## src/sv/scg_pkg.sv

```systemverilog
// Shared types, constants and exponent tables of the softmax confidence gate.
// Used by scg_div and by the top level; depends on nothing else.
`default_nettype none

package scg_pkg;

  localparam int NUM_LABELS = 6;
  localparam int LOGIT_W    = 12;
  localparam int LBL_W      = 3;
  localparam int Q16_W      = 16;
  localparam int E_W        = 17;
  localparam int SUM_W      = 19;
  localparam int PROD_W     = 2 * E_W;
  localparam int CNT_W      = 32;
  localparam int IDX_W      = $clog2(NUM_LABELS);
  localparam int CFG_IDX_W  = 3;
  localparam int NUM_STR    = 6;

  // Configuration register indexes.
  localparam logic [CFG_IDX_W-1:0] CFG_THRESH = 3'd0;
  localparam logic [CFG_IDX_W-1:0] CFG_MUTED  = 3'd1;
  localparam logic [CFG_IDX_W-1:0] CFG_STR0   = 3'd2;

  localparam logic [Q16_W-1:0] THRESH_RST = 16'd22938;
  localparam logic [Q16_W-1:0] MUTED_RST  = 16'd19661;

  localparam logic [E_W-1:0]   ONE_Q16    = 17'd65536;
  localparam logic [PROD_W-1:0] RND_HALF  = 34'd32768;

  typedef enum logic [2:0] {
    ST_IDLE,
    ST_MAX,
    ST_EXP_A,
    ST_EXP_B,
    ST_DIVGO,
    ST_DIV,
    ST_DONE
  } st_e;

  function automatic logic [Q16_W-1:0] str_rst(input logic [IDX_W-1:0] i);
    logic [Q16_W-1:0] v;
    case (i)
      3'd0:    v = 16'd32768;
      3'd1:    v = 16'd45875;
      3'd2:    v = 16'd39322;
      3'd3:    v = 16'd32768;
      3'd4:    v = 16'd42598;
      default: v = 16'd0;
    endcase
    return v;
  endfunction

  // exp(-k) for the integer part of the distance, Q1.16.
  function automatic logic [E_W-1:0] exp_int(input logic [3:0] k);
    logic [E_W-1:0] v;
    case (k)
      4'd0:    v = 17'd65536;
      4'd1:    v = 17'd24109;
      4'd2:    v = 17'd8869;
      4'd3:    v = 17'd3263;
      4'd4:    v = 17'd1200;
      4'd5:    v = 17'd442;
      4'd6:    v = 17'd162;
      4'd7:    v = 17'd60;
      4'd8:    v = 17'd22;
      4'd9:    v = 17'd8;
      4'd10:   v = 17'd3;
      4'd11:   v = 17'd1;
      default: v = 17'd0;
    endcase
    return v;
  endfunction

  // exp(-h/16), Q1.16.
  function automatic logic [E_W-1:0] exp_hi(input logic [3:0] h);
    logic [E_W-1:0] v;
    case (h)
      4'd0:    v = 17'd65536;
      4'd1:    v = 17'd61565;
      4'd2:    v = 17'd57835;
      4'd3:    v = 17'd54331;
      4'd4:    v = 17'd51039;
      4'd5:    v = 17'd47947;
      4'd6:    v = 17'd45042;
      4'd7:    v = 17'd42313;
      4'd8:    v = 17'd39750;
      4'd9:    v = 17'd37341;
      4'd10:   v = 17'd35079;
      4'd11:   v = 17'd32954;
      4'd12:   v = 17'd30957;
      4'd13:   v = 17'd29081;
      4'd14:   v = 17'd27319;
      default: v = 17'd25664;
    endcase
    return v;
  endfunction

  // exp(-l/256), Q1.16.
  function automatic logic [E_W-1:0] exp_lo(input logic [3:0] l);
    logic [E_W-1:0] v;
    case (l)
      4'd0:    v = 17'd65536;
      4'd1:    v = 17'd65280;
      4'd2:    v = 17'd65026;
      4'd3:    v = 17'd64772;
      4'd4:    v = 17'd64520;
      4'd5:    v = 17'd64268;
      4'd6:    v = 17'd64018;
      4'd7:    v = 17'd63768;
      4'd8:    v = 17'd63520;
      4'd9:    v = 17'd63272;
      4'd10:   v = 17'd63025;
      4'd11:   v = 17'd62780;
      4'd12:   v = 17'd62535;
      4'd13:   v = 17'd62291;
      4'd14:   v = 17'd62048;
      default: v = 17'd61806;
    endcase
    return v;
  endfunction

endpackage

`default_nettype wire

```

## src/sv/scg_div.sv

```systemverilog
// Restoring serial divider, one quotient bit per cycle.
// Depends on scg_pkg for the divisor and quotient widths.
`default_nettype none

module scg_div
  import scg_pkg::*;
(
  input  wire logic                   clk_i,
  input  wire logic                   rst_ni,
  input  wire logic                   start_i,
  input  wire logic [SUM_W+Q16_W-1:0] dividend_i,
  input  wire logic [SUM_W-1:0]       divisor_i,
  output logic                        done_o,
  output logic [Q16_W-1:0]            quotient_o
);

  localparam int CNT_DW = $clog2(Q16_W);
  localparam logic [CNT_DW-1:0] LAST = CNT_DW'(Q16_W - 1);

  // The caller guarantees dividend < divisor * 2^16, so the upper part
  // starts below the divisor and the quotient fits in 16 bits.
  logic [SUM_W-1:0]  rem_q, rem_d;
  logic [Q16_W-1:0]  low_q, low_d;
  logic [SUM_W-1:0]  den_q;
  logic [CNT_DW-1:0] cnt_q;
  logic              busy_q;
  logic [SUM_W:0]    trial;
  logic              qbit;

  always_comb begin
    trial = {rem_q, low_q[Q16_W-1]} - {1'b0, den_q};
    qbit  = ~trial[SUM_W];
    rem_d = qbit ? trial[SUM_W-1:0] : {rem_q[SUM_W-2:0], low_q[Q16_W-1]};
    low_d = {low_q[Q16_W-2:0], qbit};
  end

  always_ff @(posedge clk_i or negedge rst_ni) begin
    if (!rst_ni) begin
      busy_q <= 1'b0;
      cnt_q  <= '0;
    end else if (start_i) begin
      busy_q <= 1'b1;
      cnt_q  <= '0;
    end else if (busy_q) begin
      cnt_q <= cnt_q + 1'b1;
      if (cnt_q == LAST) begin
        busy_q <= 1'b0;
      end
    end
  end

  always_ff @(posedge clk_i) begin
    if (start_i) begin
      rem_q <= dividend_i[SUM_W+Q16_W-1:Q16_W];
      low_q <= dividend_i[Q16_W-1:0];
      den_q <= divisor_i;
    end else if (busy_q) begin
      rem_q <= rem_d;
      low_q <= low_d;
    end
  end

  assign done_o     = busy_q && (cnt_q == LAST);
  assign quotient_o = low_q;

endmodule

`default_nettype wire

```

## src/sv/softmax_confidence_gate.sv

```systemverilog
// Top level of the softmax confidence gate: sequencer, shared multiplier,
// configuration registers, counters and output register. Uses scg_pkg and scg_div.
//
//   channel  | signals                                   | direction
//   ---------+-------------------------------------------+----------
//   input    | in_valid_i, in_stall_o, logit_*_i, true_* | in
//   output   | out_valid_o, out_stall_i, result fields   | out
//   config   | cfg_we_i, cfg_idx_i, cfg_wdata_i          | in
//
// Each item passes through these steps in order: the accept, the shared
// compare for the maximum, the shared 17x17 multiplier (two products per
// label), forming the dividend and starting the serial divider, the
// serial divide itself, then the load of the result. The next item is
// taken once the sequencer is back in idle, so no new item enters while
// one is in work; the serial divide is the longest of the steps.
// Reset restores the configuration defaults and clears both counters.
// A stalled result waits in the output register while the next item is
// already being worked on; only the final load waits for that slot.
`default_nettype none

module softmax_confidence_gate
  import scg_pkg::*;
(
  input  wire logic                clk_i,
  input  wire logic                rst_ni,

  input  wire logic                cfg_we_i,
  input  wire logic [CFG_IDX_W-1:0] cfg_idx_i,
  input  wire logic [Q16_W-1:0]    cfg_wdata_i,

  input  wire logic                in_valid_i,
  output logic                     in_stall_o,
  input  wire logic [LOGIT_W-1:0]  logit_0_i,
  input  wire logic [LOGIT_W-1:0]  logit_1_i,
  input  wire logic [LOGIT_W-1:0]  logit_2_i,
  input  wire logic [LOGIT_W-1:0]  logit_3_i,
  input  wire logic [LOGIT_W-1:0]  logit_4_i,
  input  wire logic [LOGIT_W-1:0]  logit_5_i,
  input  wire logic [LBL_W-1:0]    true_label_i,

  output logic                     out_valid_o,
  input  wire logic                out_stall_i,
  output logic [LBL_W-1:0]         detected_label_o,
  output logic [Q16_W-1:0]         uncertainty_o,
  output logic [Q16_W-1:0]         strength_o,
  output logic                     is_correct_o,
  output logic                     is_muted_o,
  output logic [CNT_W-1:0]         correct_total_o,
  output logic [CNT_W-1:0]         muted_total_o
);

  localparam logic [IDX_W-1:0] LAST_IDX = IDX_W'(NUM_LABELS - 1);

  st_e state_q, state_d;

  // Configuration registers.
  logic [Q16_W-1:0] thresh_q;
  logic [Q16_W-1:0] muted_q;
  logic [Q16_W-1:0] str_q [NUM_STR];

  // Item and working registers.
  logic signed [LOGIT_W-1:0] lg_q [NUM_LABELS];
  logic [LBL_W-1:0]          truth_q;
  logic signed [LOGIT_W-1:0] mx_q;
  logic [IDX_W-1:0]          det_q;
  logic [IDX_W-1:0]          idx_q;
  logic [E_W-1:0]            t_q;
  logic [SUM_W-1:0]          sum_q;
  logic [CNT_W-1:0]          correct_q, muted_cnt_q;
  logic                      out_valid_q;

  // Sequencer outputs.
  logic accept, div_start, out_load, slot_free;

  // Shared datapath.
  logic signed [LOGIT_W-1:0] lg_sel;
  logic [LOGIT_W:0]          diff;
  logic [LOGIT_W-1:0]        delta;
  logic [E_W-1:0]            mul_a, mul_b;
  logic [PROD_W-1:0]         prod, prod_rnd;
  logic [E_W-1:0]            prod_q16;
  logic [SUM_W+Q16_W-1:0]    dividend;
  logic                      div_done;
  logic [Q16_W-1:0]          quot;

  // Result logic.
  logic             high_unc, is_correct, is_muted;
  logic [Q16_W-1:0] lbl_str, strength;

  assign lg_sel = lg_q[idx_q];
  assign diff   = {mx_q[LOGIT_W-1], mx_q} - {lg_sel[LOGIT_W-1], lg_sel};
  assign delta  = diff[LOGIT_W-1:0];

  // One multiplier serves both table products of every label.
  always_comb begin
    if (state_q == ST_EXP_B) begin
      mul_a = t_q;
      mul_b = exp_lo(delta[3:0]);
    end else begin
      mul_a = exp_int(delta[11:8]);
      mul_b = exp_hi(delta[7:4]);
    end
    prod     = PROD_W'(mul_a) * PROD_W'(mul_b);
    prod_rnd = prod + RND_HALF;
    prod_q16 = prod_rnd[Q16_W+E_W-1:Q16_W];
  end

  // Dividend (S - 1.0) * 2^16 + S / 2; it stays below S * 2^16.
  assign dividend = {sum_q - SUM_W'(ONE_Q16), {Q16_W{1'b0}}}
                  + (SUM_W+Q16_W)'(sum_q[SUM_W-1:1]);

  scg_div u_div (
    .clk_i      (clk_i),
    .rst_ni     (rst_ni),
    .start_i    (div_start),
    .dividend_i (dividend),
    .divisor_i  (sum_q),
    .done_o     (div_done),
    .quotient_o (quot)
  );

  // Next state.
  always_comb begin
    state_d = state_q;
    case (state_q)
      ST_IDLE:  if (in_valid_i) state_d = ST_MAX;
      ST_MAX:   if (idx_q == LAST_IDX) state_d = ST_EXP_A;
      ST_EXP_A: state_d = ST_EXP_B;
      ST_EXP_B: state_d = (idx_q == LAST_IDX) ? ST_DIVGO : ST_EXP_A;
      ST_DIVGO: state_d = ST_DIV;
      ST_DIV:   if (div_done) state_d = ST_DONE;
      ST_DONE:  if (slot_free) state_d = ST_IDLE;
      default:  state_d = ST_IDLE;
    endcase
  end

  // Sequencer outputs.
  assign slot_free = !out_valid_q || !out_stall_i;

  always_comb begin
    in_stall_o = 1'b1;
    div_start  = 1'b0;
    out_load   = 1'b0;
    case (state_q)
      ST_IDLE:  in_stall_o = 1'b0;
      ST_DIVGO: div_start  = 1'b1;
      ST_DONE:  out_load   = slot_free;
      default:  in_stall_o = 1'b1;
    endcase
  end

  assign accept = in_valid_i && !in_stall_o;

  // Strength selection and flags for the finished item.
  always_comb begin
    high_unc = quot > thresh_q;
    lbl_str  = muted_q;
    if (det_q <= IDX_W'(NUM_STR - 1)) begin
      lbl_str = str_q[det_q];
    end
    strength   = high_unc ? muted_q : lbl_str;
    is_correct = LBL_W'(det_q) == truth_q;
    is_muted   = high_unc && (strength <= muted_q);
  end

  always_ff @(posedge clk_i or negedge rst_ni) begin
    if (!rst_ni) begin
      state_q <= ST_IDLE;
    end else begin
      state_q <= state_d;
    end
  end

  // Configuration writes; every 3-bit index past the muted value is a
  // per-label strength.
  always_ff @(posedge clk_i or negedge rst_ni) begin
    if (!rst_ni) begin
      thresh_q <= THRESH_RST;
      muted_q  <= MUTED_RST;
      for (int i = 0; i < NUM_STR; i++) begin
        str_q[i] <= str_rst(IDX_W'(i));
      end
    end else if (cfg_we_i) begin
      case (cfg_idx_i)
        CFG_THRESH: thresh_q <= cfg_wdata_i;
        CFG_MUTED:  muted_q  <= cfg_wdata_i;
        default:    str_q[IDX_W'(cfg_idx_i - CFG_STR0)] <= cfg_wdata_i;
      endcase
    end
  end

  // Saturating counters and result valid.
  always_ff @(posedge clk_i or negedge rst_ni) begin
    if (!rst_ni) begin
      correct_q   <= '0;
      muted_cnt_q <= '0;
      out_valid_q <= 1'b0;
    end else if (out_load) begin
      out_valid_q <= 1'b1;
      if (is_correct && (correct_q != '1)) begin
        correct_q <= correct_q + 1'b1;
      end
      if (is_muted && (muted_cnt_q != '1)) begin
        muted_cnt_q <= muted_cnt_q + 1'b1;
      end
    end else if (!out_stall_i) begin
      out_valid_q <= 1'b0;
    end
  end

  // Working registers of the sequencer.
  always_ff @(posedge clk_i or negedge rst_ni) begin
    if (!rst_ni) begin
      idx_q <= '0;
    end else begin
      case (state_q)
        ST_IDLE:  idx_q <= IDX_W'(1);
        ST_MAX:   idx_q <= (idx_q == LAST_IDX) ? '0 : idx_q + 1'b1;
        ST_EXP_B: idx_q <= (idx_q == LAST_IDX) ? '0 : idx_q + 1'b1;
        default:  idx_q <= idx_q;
      endcase
    end
  end

  always_ff @(posedge clk_i) begin
    if (accept) begin
      lg_q[0] <= logit_0_i;
      lg_q[1] <= logit_1_i;
      lg_q[2] <= logit_2_i;
      lg_q[3] <= logit_3_i;
      lg_q[4] <= logit_4_i;
      lg_q[5] <= logit_5_i;
      truth_q <= true_label_i;
      mx_q    <= logit_0_i;
      det_q   <= '0;
    end
    if (state_q == ST_MAX) begin
      // Strict compare keeps the first maximum.
      if (lg_sel > mx_q) begin
        mx_q  <= lg_sel;
        det_q <= idx_q;
      end
      sum_q <= '0;
    end
    if (state_q == ST_EXP_A) begin
      t_q <= prod_q16;
    end
    if (state_q == ST_EXP_B) begin
      sum_q <= sum_q + SUM_W'(prod_q16);
    end
    if (out_load) begin
      detected_label_o <= LBL_W'(det_q);
      uncertainty_o    <= quot;
      strength_o       <= strength;
      is_correct_o     <= is_correct;
      is_muted_o       <= is_muted;
      correct_total_o  <= (is_correct && (correct_q != '1)) ? correct_q + 1'b1 : correct_q;
      muted_total_o    <= (is_muted && (muted_cnt_q != '1)) ? muted_cnt_q + 1'b1
                                                            : muted_cnt_q;
    end
  end

  assign out_valid_o = out_valid_q;

  // The maximum term is exactly 1.0, so the sum lies in [1.0, NUM_LABELS].
  a_sum_range: assert property (@(posedge clk_i) disable iff (!rst_ni)
    (state_q == ST_DIVGO) |->
      (sum_q >= SUM_W'(ONE_Q16)) && (sum_q <= SUM_W'(NUM_LABELS * 65536)))
    else $error("exponent sum out of range");

  a_div_done: assert property (@(posedge clk_i) disable iff (!rst_ni)
    div_done |-> (state_q == ST_DIV))
    else $error("divider finished outside the divide phase");

  a_idx_range: assert property (@(posedge clk_i) disable iff (!rst_ni)
    (state_q == ST_MAX || state_q == ST_EXP_A || state_q == ST_EXP_B) |->
      (idx_q <= LAST_IDX))
    else $error("label index out of range");

  a_load_free: assert property (@(posedge clk_i) disable iff (!rst_ni)
    out_load |-> (!out_valid_q || !out_stall_i))
    else $error("result loaded over a stalled result");

endmodule

`default_nettype wire

```

## config.mk

```make
export PLATFORM = sky130hd
export DESIGN_NAME = softmax_confidence_gate
export DESIGN_NICKNAME = d
export VERILOG_FILES = /design/src/sv/scg_pkg.sv /design/src/sv/scg_div.sv /design/src/sv/softmax_confidence_gate.sv
export SDC_FILE = /design/constraint.sdc
export NUM_CORES = 2
export LEC_CHECK = 0
export BUFFER_PORTS_ARGS = -buffer_cell sky130_fd_sc_hd__buf_2
export CAP_MARGIN = 20
export CORE_MARGIN = 3
export CORE_UTILIZATION = 57
export DETAILED_ROUTE_END_ITERATION = 10
export PLACE_DENSITY = 0.86
export SLEW_MARGIN = 10
export SYNTH_ARGS = -nofsm -noshare
export SYNTH_HDL_FRONTEND = slang
export SYNTH_HIERARCHICAL = 1
export SYNTH_SLANG_ARGS = --single-unit
```

## constraint.sdc

```tcl
create_clock -name clk_i -period 11.8 [get_ports clk_i]
set_clock_uncertainty 0.1 [all_clocks]
set_input_delay 0.59 -clock clk_i [delete_from_list [all_inputs] [get_ports clk_i]]
set_output_delay 0.59 -clock clk_i [all_outputs]
set_load 0.01 [all_outputs]
```

# ---- After elaboration in Yosys (flattened, before gate mapping)
# Memory sizes are Yosys's and may differ from the RTL's.
# Cells that the tools add are included.
dict set report classes {
  n_addsub 11
  multipliers 1
  div 0
  magnitude_cmp 7
  eq_ne 17
  n_shift 0
  mux 45
  bitwise 4
  n_reduce_logical 20
}
# cell count
set ops {}
lappend ops {{two-way mux 16 bit} 7}
lappend ops {{bitwise mux 96 bit} 1}
lappend ops {{two-way mux 19 bit} 5}
lappend ops {{adder 32 x 1 -> 32 bit (second input constant)} 2}
lappend ops {{two-way mux 32 bit} 2}
lappend ops {{!= test 32 bit (second input constant)} 2}
lappend ops {{binary-select mux 16 bit (select 3 bit)} 1}
lappend ops {{demux 16 bit (select 3 bit)} 1}
lappend ops {{two-way mux 12 bit} 3}
lappend ops {{adder 35 x 18 -> 35 bit} 1}
lappend ops {{two-way mux 17 bit} 2}
lappend ops {{adder 33 x 16 -> 33 bit (second input constant)} 1}
lappend ops {{multiplier 17 x 17 -> 33 bit} 1}
lappend ops {{two-way mux 3 bit} 9}
lappend ops {{one-hot mux 3 bit (7 select lines)} 1}
lappend ops {{subtractor 20 x 19 -> 20 bit} 1}
lappend ops {{adder 19 x 17 -> 19 bit} 1}
lappend ops {{subtractor 19 x 17 -> 19 bit (second input constant)} 1}
lappend ops {{> comparator 16 bit} 1}
lappend ops {{less-or-equal comparator 16 bit} 1}
lappend ops {{== test 3 bit (second input constant)} 4}
lappend ops {{> comparator 12 bit} 1}
lappend ops {{subtractor 12 bit} 1}
lappend ops {{two-way mux 1 bit} 10}
lappend ops {{other kinds (24)} 45}
dict set report totals {
  ff_bits 413
  latch_bits 0
  ramBits 72
  rom_bits 768
  in_bits 99
  output_inout_bits 103
  elab_cells 139
  n_memories 4
}
# name depth width read_ports rd_ports_with_merged_regs write_ports line_no
set mem_list {}
lappend mem_list {{(no name shown)} 16 17 1 0 0 scg_pkg.sv:77} ;# case (h)
lappend mem_list {{(no name shown)} 16 16 1 0 0 scg_pkg.sv:101} ;# case (l)
lappend mem_list {{(no name shown)} 16 15 1 0 0 scg_pkg.sv:56} ;# case (k)
lappend mem_list {lg_q 6 12 1 0 6 softmax_confidence_gate.sv:62} ;# logic signed [LOGIT_W-1:0] lg_q [NUM_LABELS];

# ---- Depth between registers and ports, before layout
dict set report depth {
  ltp_word 10
  ltp_mapped 52
  mapped_depth_nobuf 50
}

# ---- By module
# Netlist, hierarchy kept.
# module instances cells_each area_per_inst_um2 seq_area_each_um2
set modules_own_cells {}
lappend modules_own_cells {softmax_confidence_gate 1 2976 31081.1 11700.0}
lappend modules_own_cells {scg_div 1 359 3698.5 1746.7}

# ---- Worst setup path after synthesis
# No wires, ideal clock.
dict set report synth_timing {
  kind {reg2reg}
  startpoint {register idx_q[0]}
  endpoint {register sum_q[17] (data pin)}
  setup_time_ns 0.266
  arrival_ns 11.099
  t_required_ns 11.434
  setup_slack_ns 0.335
  stages_incl_launch_ff 45
  n_path_buf 3
  synth_period_minus_slack_ns 11.465
  path_cell_list {dfrtp_1 -> clkbuf_1 -> buf_1 -> mux4_2 -> a21oi_1 -> ha_1 -> o21ai_0 -> a21oi_1 -> o21a_1 -> nor2_1 -> xnor2_1 -> ha_1 -> or3_1 -> a31oi_1 -> nand2_1 -> fa_1 -> inv_1 -> fa_1 -> (+9 left out) -> clkbuf_1 -> a21o_1 -> a21o_1 -> a21oi_1 -> o21ai_0 -> a2111oi_0 -> o41a_4 -> nor2_4 -> xor2_1 -> ha_1 -> nor2b_1 -> o21a_1 -> o41ai_2 -> o21ai_0 -> o211a_1 -> o211ai_1 -> xnor2_1 -> nor2_1}
}
dict set report synth_between {
  elab_chain_len 8
  elab_cells_between_ends 11
  cone_classes {add/sub: 3; mul: 1; mux: 3; memory: 4}
}
# item line_no
set synth_rtl {}
lappend synth_rtl {{start: declaration} softmax_confidence_gate.sv:66} ;# logic [IDX_W-1:0] idx_q;
lappend synth_rtl {{start signal: assignment} softmax_confidence_gate.sv:218} ;# ST_MAX: idx_q <= (idx_q == LAST_IDX) ? '0 : idx_q + 1'b1;
lappend synth_rtl {{start signal: assignment} softmax_confidence_gate.sv:219} ;# ST_EXP_B: idx_q <= (idx_q == LAST_IDX) ? '0 : idx_q + 1'b1;
lappend synth_rtl {{start signal: assignment} softmax_confidence_gate.sv:220} ;# default: idx_q <= idx_q;
lappend synth_rtl {{memory (6 x 12 bit) *} --}
lappend synth_rtl {{subtractor 12 bit *} softmax_confidence_gate.sv:91} ;# assign diff = {mx_q[LOGIT_W-1], mx_q} - {lg_sel[LOGIT_W-1], lg_sel};
lappend synth_rtl {{memory (16 x 15 bit), or another cell as far along} --}
lappend synth_rtl {{two-way mux 17 bit} softmax_confidence_gate.sv:96} ;# if (state_q == ST_EXP_B) begin
lappend synth_rtl {{multiplier 17 x 17 -> 33 bit *} softmax_confidence_gate.sv:103} ;# prod = PROD_W'(mul_a) * PROD_W'(mul_b);
lappend synth_rtl {{adder 33 x 16 -> 33 bit *} softmax_confidence_gate.sv:104} ;# prod_rnd = prod + RND_HALF;
lappend synth_rtl {{via prod_rnd[19]} softmax_confidence_gate.sv:80} ;# logic [PROD_W-1:0] prod, prod_rnd;
lappend synth_rtl {{adder 19 x 17 -> 19 bit *} softmax_confidence_gate.sv:249} ;# sum_q <= sum_q + SUM_W'(prod_q16);
lappend synth_rtl {{two-way mux 19 bit *} softmax_confidence_gate.sv:248} ;# if (state_q == ST_EXP_B) begin
lappend synth_rtl {{end signal: assignment} softmax_confidence_gate.sv:249}
lappend synth_rtl {{end: declaration} softmax_confidence_gate.sv:68} ;# logic [SUM_W-1:0] sum_q;
# Mark *: on every way through the listed nets, which the timed path passes. The rest lies on a longest branch.
# A chain may end at the register's enable or synchronous reset.

# ---- Worst setup path after layout
dict set report layout_timing {
  startpoint {register idx_q[0]}
  endpoint {register sum_q[16] (data pin)}
}
# Same word-level chain as after synthesis.

==> impl_metrics.toml <==
[finish]
post_route_cells_drive_above_1_share_pct = 19.3
fillerInstances = 4319
syn2layout_area_growth_pct = 12.0
nNetsFinal = 4103
layout.cells.non_filler = 4373

[logic_synthesis]
synth_area_um2 = 34800
yosys_warnings = 6
synth-edff-count = 266
avgSynthCellArea_um2 = 10.4
syn-instance-count = 3335
synth.distinct_cells = 101
synthFlopType = "edfxtp_1"
ys_seq_area_share_pct = 38.7
async_flop_share_pct = 42.1
synth-seq-cells = 485

[critical_path]
crit_path_start_kind = "register"
cpMaxStageDelayCell = "fa_1"
rrSetupSlack_ns = 0.36
slowest_delay_ns = 0.55
cp.arrival_ns = 11.69
path_max_fanout = 10
required_ns = 12.05
r2r_start = "idx_q[0]"
r2r_end = "sum_q[16]"
crit_type = "register to register"
r2r_cells = 46
cp-end-kind = "register"

[sta]
slew_violations = 0
max_freq_mhz = 87.4
fin_ws_ns = 0.362
period_share_pct = 96.9
hold_viol = 0
max_slew.worst_pin.slew_ns = 1.06
holdWs_ns = 0.0669
min_period_ns = 11.44
setup_viol = 0
relSlewSlack_pct = 28.4
setup_tns_ns = 0

[grt]
first_global_vias = 27400
grt_max_degree = 88
antenna_found_initial = 0
grt_pass1_wl_mm = 147
gr-total-overflow = 0
grt_use_total_pct = 29.1

[worst_hold_path]
worstHoldPathType = "input pin to register"
whs_endpoint = "lg_q[3][3]"
hold_depth = 1
min_from = "logit_3_i[3]"

[routing]
viasPerCell = 6.10
antenna_left = 0
drc = 0
drt_iter0_markers = 2464
first_pass_iters = 6
post_drt_wl_per_cell_um = 21.4
vias = 26700
routed_wl_mm = 93.6

[cts]
clock_sinks = 485
clk_latency_ns = 0.62
cts_tree = "yes"
path_clk_slew_ns = 0.07
cts-root-buf = "clkbuf_16"
cts_buffer_depth = 3
cts_max_level = 2
cts_buffers = 49

[place]
hpwl_mm = 67.9
dpl_worst_slack_ns = -0.401
place_inst = 4260
place.gp.congestion = 1.06
portBuffers = 201

[run]
drv_cap = 0

[die]
pin_count = 202
placementRows = 89
core_area_um2 = 59700
dieArea_um2 = 64000
start_util_pct = 58.3
die_width_um = 253
die_y_um = 253

[outcome]
status = "complete, no violations"
[critical path: cells and delay by family (launching register included)]
family | cells | cell delay, ns
flip-flops | 1 | 0.51
adder cells (fa/ha/maj) | 10 | 4.00
XOR/XNOR | 2 | 0.33
buffers and inverters | 7 | 0.80
AND/OR/NAND/NOR | 9 | 1.59
AO/OA/AOI/OAI | 16 | 3.10
multiplexers | 2 | 0.76
[layout make-up]
| type | instances | area (um^2) | area share, % |
|---|---|---|---|
| Clock buffer | 72 | 1400 | 3.60 |
| Multi-Input combinational cell | 2329 | 19500 | 50.1 |
| Tap cell | 773 | 967 | 2.48 |
| Timing Repair Buffer | 317 | 1910 | 4.90 |
| Antenna cell | 1 | 2.50 | 0.00642 |
| Clock inverter | 19 | 279 | 0.716 |
| Inverter | 377 | 1420 | 3.65 |
| Sequential cell | 485 | 13500 | 34.5 |
[layer usage]
metal / up-vias / share of wire, % / track usage [%] / wire length, um
met4: 0 / 5.5 / 14.1 / 5130
met2: 1434 / 48 / 49.2 / 45300
met1: 13000 / 38 / 36.4 / 35500
met5: - / 0 / 0 / 0
met3: 364 / 8.3 / 5.20 / 7760
li1: 11800 / - / - / -
[registers in the layout, indices dropped and copies added (netlist names), 17 cells and up]
signal	cells
str_q	96
muted_total_o	32
t_q	17
muted_cnt_q	32
correct_q	32
sum_q	19
lg_q	72
u_div/den_q	19
correct_total_o	32
u_div/rem_q	19
[synth_stat cells, drive strengths merged (9+ instances only)]
cell type,count,area [um^2]
nor2b,20,125
o211ai,13,97.6
dfxtp,15,300
inv,374,1400
and3,31,194
or2,18,113
dfstp,43,1130
clkbuf,108,407
ha,218,2730
mux2i,35,358
and2,18,113
xor2,101,892
a22o,10,87.6
nor3,66,363
a31oi,28,181
edfxtp,266,7990
fa,227,4540
or3,14,92.6
dfrtp,161,4030
o31ai,10,98.8
mux4,28,631
a211oi,10,85.1
nand3,96,485
nor3b,11,82.6
o22ai,13,81.3
nand2,328,1230
buf,37,231
a21o,52,390
xnor2,98,858
nor4,21,138
o21bai,9,67.6
o21a,29,219
mux2,118,1330
nor2,304,1160
a21oi,113,592
o21ai,140,704
nand4,35,246
nand2b,27,169
[metrics by stage]
| stage | utilization, % | area, um^2 |
|---|---|---|
| floorplan | - | 34800 |
| CTS | 64.7 | 38600 |
| finish | 65.3 | 39000 |
| global route | 65.3 | 39000 |
| global placement | 61.8 | 36900 |
| detailed placement | 61.8 | 36900 |
[how the worst max path moves through the flow]
stage / from / end / slack (ns) / cells after the start
floorplan: idx_q[0] / sum_q[17] / 0.34 / 44
global placement: idx_q[0] / sum_q[17] / -0.33 / 39
finish: idx_q[0] / sum_q[16] / 0.36 / 46
CTS: idx_q[0] / sum_q[17] / 0.03 / 38
global route: idx_q[2] / sum_q[16] / -0.13 / 46
detailed placement: idx_q[0] / sum_q[17] / -0.40 / 43
[cell families (layout without fill, tap and decap cells)]
kind of cell | count (synthesis) | count (layout) | synth area share [%]
AND/OR/NAND/NOR | 1010 | 1010 | 13.5
buffers and inverters | 522 | 785 | 5.90
AO/OA/AOI/OAI | 492 | 492 | 9.32
flip-flops | 485 | 485 | 38.7
adder cells (fa/ha/maj) | 445 | 445 | 20.9
XOR/XNOR | 199 | 199 | 5.03
multiplexers | 181 | 181 | 6.66
other | 1 | 3 | 0.0108
[placed cells by master, fill, tap and decap left out, drive strengths merged, types with 29 or more instances in the layout]
master | Yosys | final
clkbuf | 108 | 73
nand4 | 35 | 35
a21oi | 113 | 113
fa | 227 | 227
nor2 | 304 | 304
dfstp | 43 | 43
xor2 | 101 | 101
xnor2 | 98 | 98
a21o | 52 | 52
mux2 | 118 | 118
nand3 | 96 | 96
dfrtp | 161 | 161
inv | 374 | 376
ha | 218 | 218
buf | 37 | 315
and3 | 31 | 31
o21ai | 140 | 140
nand2 | 328 | 328
o21a | 29 | 29
edfxtp | 266 | 266
mux2i | 35 | 35
nor3 | 66 | 66
[repair_timing]
action | in CTS | in global routing
pin swaps | 0 | 8
hold buffers | 1 | 0
setup endpoints to repair | 6 | 11
gates cloned | 0 | 0
setup buffers | 2 | 16
gates resized for setup | 10 | 52
endpoints found under the hold margin | 47 | 0
Power is left out: the tool's default activity adds up to more than one toggle a clock period on the data nets, which glitch-free logic cannot reach.
